`src/rtl/core/vtfo_pkg.sv`:
```
// Shared types and constants of the virtual-to-file-offset translator.
// Depends on nothing; every other file of the block but vtfo_ram imports it.
package vtfo_pkg;

   localparam int MAX_SECTIONS = 96;
   localparam int IDX_W = (MAX_SECTIONS > 1) ? $clog2(MAX_SECTIONS) : 1;
   localparam int CNT_W = $clog2(MAX_SECTIONS + 1);

   localparam logic OP_WRITE     = 1'b0;
   localparam logic OP_TRANSLATE = 1'b1;

   localparam logic ST_OK       = 1'b0;
   localparam logic ST_UNMAPPED = 1'b1;

   localparam int CSR_W = 2;
   localparam logic [CSR_W-1:0] CSR_HEADER_BYTES    = 2'd0;
   localparam logic [CSR_W-1:0] CSR_FILE_BYTES      = 2'd1;
   localparam logic [CSR_W-1:0] CSR_SECTIONS_IN_USE = 2'd2;

   // A table entry keeps the exclusive end of its span, worked out on write.
   typedef struct packed {
      logic [31:0] virtual_start;
      logic [32:0] virtual_end;
      logic [31:0] raw_length;
      logic [31:0] raw_start;
   } entry_type;

   localparam int ENTRY_W = $bits(entry_type);

   typedef struct packed {
      logic capture;
      logic head;
      logic scan;
      logic offs;
      logic check;
      logic miss;
      logic load_rsp;
   } cmd_type;

   typedef struct packed {
      logic hdr_hit;
      logic entry_hit;
      logic scan_last;
      logic count_zero;
   } status_type;

endpackage

```
`src/rtl/core/vtfo_ctrl.sv`:
```
// Sequencing state machine of the translator: handshakes and step commands.
// Depends on vtfo_pkg; drives vtfo_datapath through cmd_type.
module vtfo_ctrl
   import vtfo_pkg::*;
(
   input  logic       clock,
   input  logic       reset,
   input  logic       req_valid,
   input  logic       req_operation,
   output logic       req_stall,
   output logic       rsp_valid,
   input  logic       rsp_stall,
   input  status_type status,
   output cmd_type    cmd
);

   localparam logic [2:0] S_IDLE  = 3'd0;
   localparam logic [2:0] S_HEAD  = 3'd1;
   localparam logic [2:0] S_SCAN  = 3'd2;
   localparam logic [2:0] S_OFFS  = 3'd3;
   localparam logic [2:0] S_CHECK = 3'd4;
   localparam logic [2:0] S_FIN   = 3'd5;

   logic [2:0] state_ff;
   logic [2:0] state_in;
   logic       rsp_valid_ff;
   logic       rsp_valid_in;
   logic       out_free;

   assign out_free  = !rsp_valid_ff || !rsp_stall;
   assign req_stall = (state_ff != S_IDLE);
   assign rsp_valid = rsp_valid_ff;

   always_comb begin
      state_in = state_ff;
      cmd      = '0;
      unique case (state_ff)
         S_IDLE: begin
            if (req_valid) begin
               cmd.capture = 1'b1;
               state_in    = (req_operation == OP_WRITE) ? S_FIN : S_HEAD;
            end
         end
         S_HEAD: begin
            cmd.head = 1'b1;
            if (status.hdr_hit) begin
               state_in = S_FIN;
            end else if (status.count_zero) begin
               cmd.miss = 1'b1;
               state_in = S_FIN;
            end else begin
               state_in = S_SCAN;
            end
         end
         S_SCAN: begin
            cmd.scan = 1'b1;
            if (status.entry_hit) begin
               state_in = S_OFFS;
            end else if (status.scan_last) begin
               cmd.miss = 1'b1;
               state_in = S_FIN;
            end
         end
         S_OFFS: begin
            cmd.offs = 1'b1;
            state_in = S_CHECK;
         end
         S_CHECK: begin
            cmd.check = 1'b1;
            state_in  = S_FIN;
         end
         S_FIN: begin
            if (out_free) begin
               cmd.load_rsp = 1'b1;
               state_in     = S_IDLE;
            end
         end
         default: begin
            state_in = S_IDLE;
         end
      endcase
   end

   assign rsp_valid_in = cmd.load_rsp | (rsp_valid_ff & rsp_stall);

   always_ff @(posedge clock) begin
      if (reset) begin
         state_ff     <= S_IDLE;
         rsp_valid_ff <= 1'b0;
      end else begin
         state_ff     <= state_in;
         rsp_valid_ff <= rsp_valid_in;
      end
   end

`ifndef SYNTHESIS
   a_scan_continues: assert property (@(posedge clock) disable iff (reset)
      (state_ff == S_SCAN && !status.entry_hit && !status.scan_last) |=> state_ff == S_SCAN)
      else $error("section scan left early");

   a_fin_delivers: assert property (@(posedge clock) disable iff (reset)
      (state_ff == S_FIN && out_free) |=> (rsp_valid_ff && state_ff == S_IDLE))
      else $error("finished word not presented");

   a_write_short: assert property (@(posedge clock) disable iff (reset)
      (cmd.capture && req_operation == OP_WRITE) |=> state_ff == S_FIN)
      else $error("write word did not go straight to finish");
`endif

endmodule

```
`config.mk`:
```
export PLATFORM = sky130hd
export DESIGN_NAME = vtfo_ctrl
export DESIGN_NICKNAME = d
export VERILOG_FILES = /design/src/rtl/core/vtfo_pkg.sv /design/src/rtl/core/vtfo_ctrl.sv
export SDC_FILE = /design/constraint.sdc
export NUM_CORES = 1
export LEC_CHECK = 0
export BUFFER_PORTS_ARGS = -buffer_cell sky130_fd_sc_hd__buf_4
export CAP_MARGIN = 5
export CORE_AREA = 2 2 39 41
export DETAILED_ROUTE_END_ITERATION = 12
export DIE_AREA = 0 0 41 43
export SETUP_SLACK_MARGIN = 0.1
export SLEW_MARGIN = 20
export SYNTH_ARGS = -nofsm -noshare
export SYNTH_HDL_FRONTEND = slang
export SYNTH_SLANG_ARGS = --single-unit
```
`constraint.sdc`:
```
create_clock -name clock -period 2.6 [get_ports clock]
set_input_delay 0 -clock clock [delete_from_list [all_inputs] [get_ports clock]]
set_output_delay 0 -clock clock [all_outputs]
set_load 0.005 [all_outputs]
```
### Word level (Yosys, flattened, before mapping)

Index checks and enable logic that the tools add are counted.
Widths: inputs -> output; s select.

* word-level logic and storage cells: 39
* output and inout port bits: 9
* flip-flop bits (word level): 4

* reductions and logical operators: 6
* equality and inequality tests: 8
* bitwise logic cells: 2
* mux-type cells: 21

Operator list (number)
* $mux 3: 7
* $pmux 3 s6: 1
* $mux 1: 12
* $eq 3x2->1 const B: 2
* $eq 3x3->1 const B: 2
* $ne 2x2->1 const B: 2
* $eq 3x1->1 const B: 1
* $logic_not 3->1: 1
* $ne 3x3->1 const B: 1
* $reduce_and 3->1: 1
* $reduce_bool 3->1: 1
* $logic_not 1->1: 2
* $pmux 1 s2: 1
* $and 1x1->1: 1
* $logic_or 1x1->1: 1
* $or 1x1->1: 1

### Depth between registers and ports, before layout

* depth after elaboration: 5
* gate-level depth with buffers: 4
* gate-level depth less buffers: 3

### Worst setup path before layout

Ideal clock, no wire load.

* kind: register to register
* from: reg state_ff[2]
* to: reg state_ff[2]
* setup time: 0.116 ns
* required time: 2.484 ns
* arrival: 0.979 ns
* slack: 1.505 ns
* buffers on the path: 1
* cell stages (with the launch flop): 5
* path through: dfxtp_1 > buf_2 > nor4_1 > a311oi_2 > a31o_1

* longest elaborated chain between the ends: 3
* elaborated cells between the ends (all ways): 11
* those cells by class: eq/ne (8); mux (1); reduce/logical (2)

Ends and longest elaborated chain
* start, declared: line vtfo_ctrl.sv:24 `logic [2:0] state_ff;`
* start signal, assigned: line vtfo_ctrl.sv:91 `state_ff <= state_in;`
* $eq 3x2->1 (tied with other cells): line vtfo_ctrl.sv:37 `unique case (state_ff)`
* $ne 3x3->1 (no line) or $ne 2x2->1 (tied branches)
* $reduce_and 3->1 (no line)

Several ways; a longest one is shown, not always the timed one.
A chain may end at the register's enable or synchronous reset.

==> qor.yml <==
final_layout:
  fillers: 165
  nets: 68
  layout-drive-gt1-share_pct: 40.35
  num_antenna_cells: 0
  area_delta_synth_final_pct: 58.62
  final_util_pct: 33.27
timing:
  holdWs_ns: 0.05505
  setup_ws_ns: 1.305
  slew_viol_final: 0
  slew_headroom_pct: 77.70
  setup_viol: 0
  final_hold_viol_count: 0
  tns_ns: 0
  tightestPinTransition_ns: 0.3340
  fin_crit_sh_pct: 49.82
  rsz0062_at_grt: "no"
  fmax_mhz: 772.1
  min_period_ns: 1.295
  fin_skew_ns: 0.002865
worst_setup_path:
  worstPathCellList: "nor2_1 > nand2_1 > o21ai_0 > buf_4"
  endpoint_kind: "primary output"
  startpoint: "state_ff[2]"
  slowest_stage: "dfxtp_1"
  cp_max_fo: 9
  worstPathRequired_ns: 2.60
  worst_ep_arrival_time_ns: 1.30
  cp_slowest_stage_delay_ns: 0.37
  critical_path_class: "reg -> out"
  ff2ff_setup_slack_ns: 1.42
  cp-start-kind: "flop"
  r2r_start: "state_ff[1]"
floorplan:
  fp-row-count: 14
  die_h_um: 43
  dieArea_mm2: 0.001763
  core-area_mm2: 0.001384
  ioPinCount: 18
  die_x_um: 41
  initial_utilization_pct: 20.98
clocking:
  root_buffer: "clkbuf_4"
  clk_pin_slew_ns: 0.04
  cts_buffers: 3
  cts_resized: 0
  ctsLongestPathBuffers: 2
  h-tree-depth: 1
  clk_latency_ns: 0.23
  cts_setup_buffers: 0
  cts.sinks: 4
  cts_tree: "built"
  cts_hold_buffers: 1
global_routing:
  grt_use_met2_pct: 10.63
  grt_pass1_wl_um: 993
  use_met1_pct: 10.93
  first_global_vias: 264
  grt-ovfl-total: 0
  grt_max_degree: 12
  grt_util_all_layers_pct: 8.333
  use_met3_pct: 4.712
  top_usage_layer: "met1"
  antenna_found_initial: 0
logic_synthesis:
  synth-main-ff-cell: "dfxtp_1"
  synthArstFlopShare_pct: 0
  synth-edff-count: 0
  synthDistinctLibCells: 22
  synth_area_leaders: "dfxtp_1 (28%), a311oi_2 (5.2%), nand2_1 (5.2%)"
  syn_area_per_cell_um2: 7.639
  synth_top_area_cell: "dfxtp_1"
  yosys_register_bits: 4
  seq_area_frac_synth_pct: 27.59
  synth_warnings: 0
  syn_area_um2: 290.3
  synth.top_cell.area_share_pct: 27.59
  synthesis.nets: 47
  ys_top_cells_by_count: "dfxtp_1 (4), nand2_1 (4), nor2_1 (4)"
  synth_cells: 38
drt:
  drt-initial-drc-count: 5
  avgViaCountPerCell: 4.644
  ant_nets: 0
  vias: 339
  routed_wl_um: 654
  drc: 0
  dr.pass1.iters: 2
  detail_route.wl_per_cell_um: 8.959
min_path:
  min_from: "rsp_stall"
  hold_path_class: "in -> reg"
job:
  cap_viol_max_count: 0
place:
  hpwl_um: 521.3
  place_congestion: 0.7496
  dp_slack_ns: 1.417
  numPortBuffers: 17
pwr:
  worst_ir_drop_vdd_mv: 0.1949
  power.density_mw_per_mm2: 560.2
  p_leak_nw: 0.2172
run_status:
  outcome: "completed"
state kept, by name, summed over array words and instances, names as in the netlist:
| name | flops |
|---|---|
| rsp_valid | 1 |
| state_ff | 3 |
critical path, delay by kind of cell, from the launching register on:
kind | cells | cell delay, ns
flops | 1 | 0.37
compound gates | 1 | 0.17
buf+inv | 1 | 0.13
simple gates | 2 | 0.38
layout make-up:
type	count	area [µm²]	area share (%)
Sequential cell	4	80.08	17.39
Clock buffer	3	22.52	4.891
Multi-Input combinational cell	30	192.7	41.85
Tap cell	16	20.02	4.348
Timing Repair Buffer	18	137.6	29.89
Inverter	2	7.507	1.630
routing by layer:
layer / part of all wire (%) / vias up
met5: 0 / -
met4: 0 / 0
met3: 11 / 0
met2: 43 / 13
met1: 46 / 151
li1: - / 175
layout by cell type (no fill, tap or decap):
cell type / n
a21o_1: 1
nand2_1: 4
dfxtp_1: 4
dlygate4sd3_1: 1
nor3_1: 2
o31ai_1: 1
nand2b_1: 2
a21oi_1: 2
buf_4: 17
a32oi_1: 1
mux2_2: 1
a311oi_2: 1
nor4_1: 1
a31o_1: 1
nor3b_1: 1
clkbuf_4: 3
o21ai_0: 2
and3_1: 1
inv_1: 2
nor3b_2: 1
or2_1: 1
nand3b_1: 2
o21bai_1: 1
nor2_1: 4
power breakdown:
| group | leakage [nW] | total, mW | switching [mW] | internal (mW) |
|---|---|---|---|---|
| Clock | 0.0138 | 0.0777 | 0.0260 | 0.0517 |
| Sequential | 0.0329 | 0.0847 | 0.0148 | 0.0699 |
| Combinational | 0.171 | 0.0956 | 0.0389 | 0.0567 |
cells by family (layout without fill, tap and decap cells):
group,count (synthesis),count (layout),synth area share [%]
DFF,4,4,27.59
AOI/OAI and AO/OA,10,10,25.86
muxes,1,1,3.879
and+or+nand+nor,19,19,36.64
buffers and inverters,4,23,6.036
final timing paths:
path | to | cells after the start
setup / recovery | cmd[1] | 4
hold reg to reg | rsp_valid | 2
hold / removal | rsp_valid | 3
setup reg to reg | state_ff[2] | 3
stage by stage:
step	power (mW)	instances	area [µm²]
3_5_place_dp	0.1810	69	427.9
6_report	0.2579	73	460.4
4_1_cts	0.2644	73	460.4
5_1_grt	0.2806	73	460.4
3_3_place_gp	0.1813	69	427.9
2_1_floorplan	0.1366	38	290.3
Power figures use the tool's default switching activity.
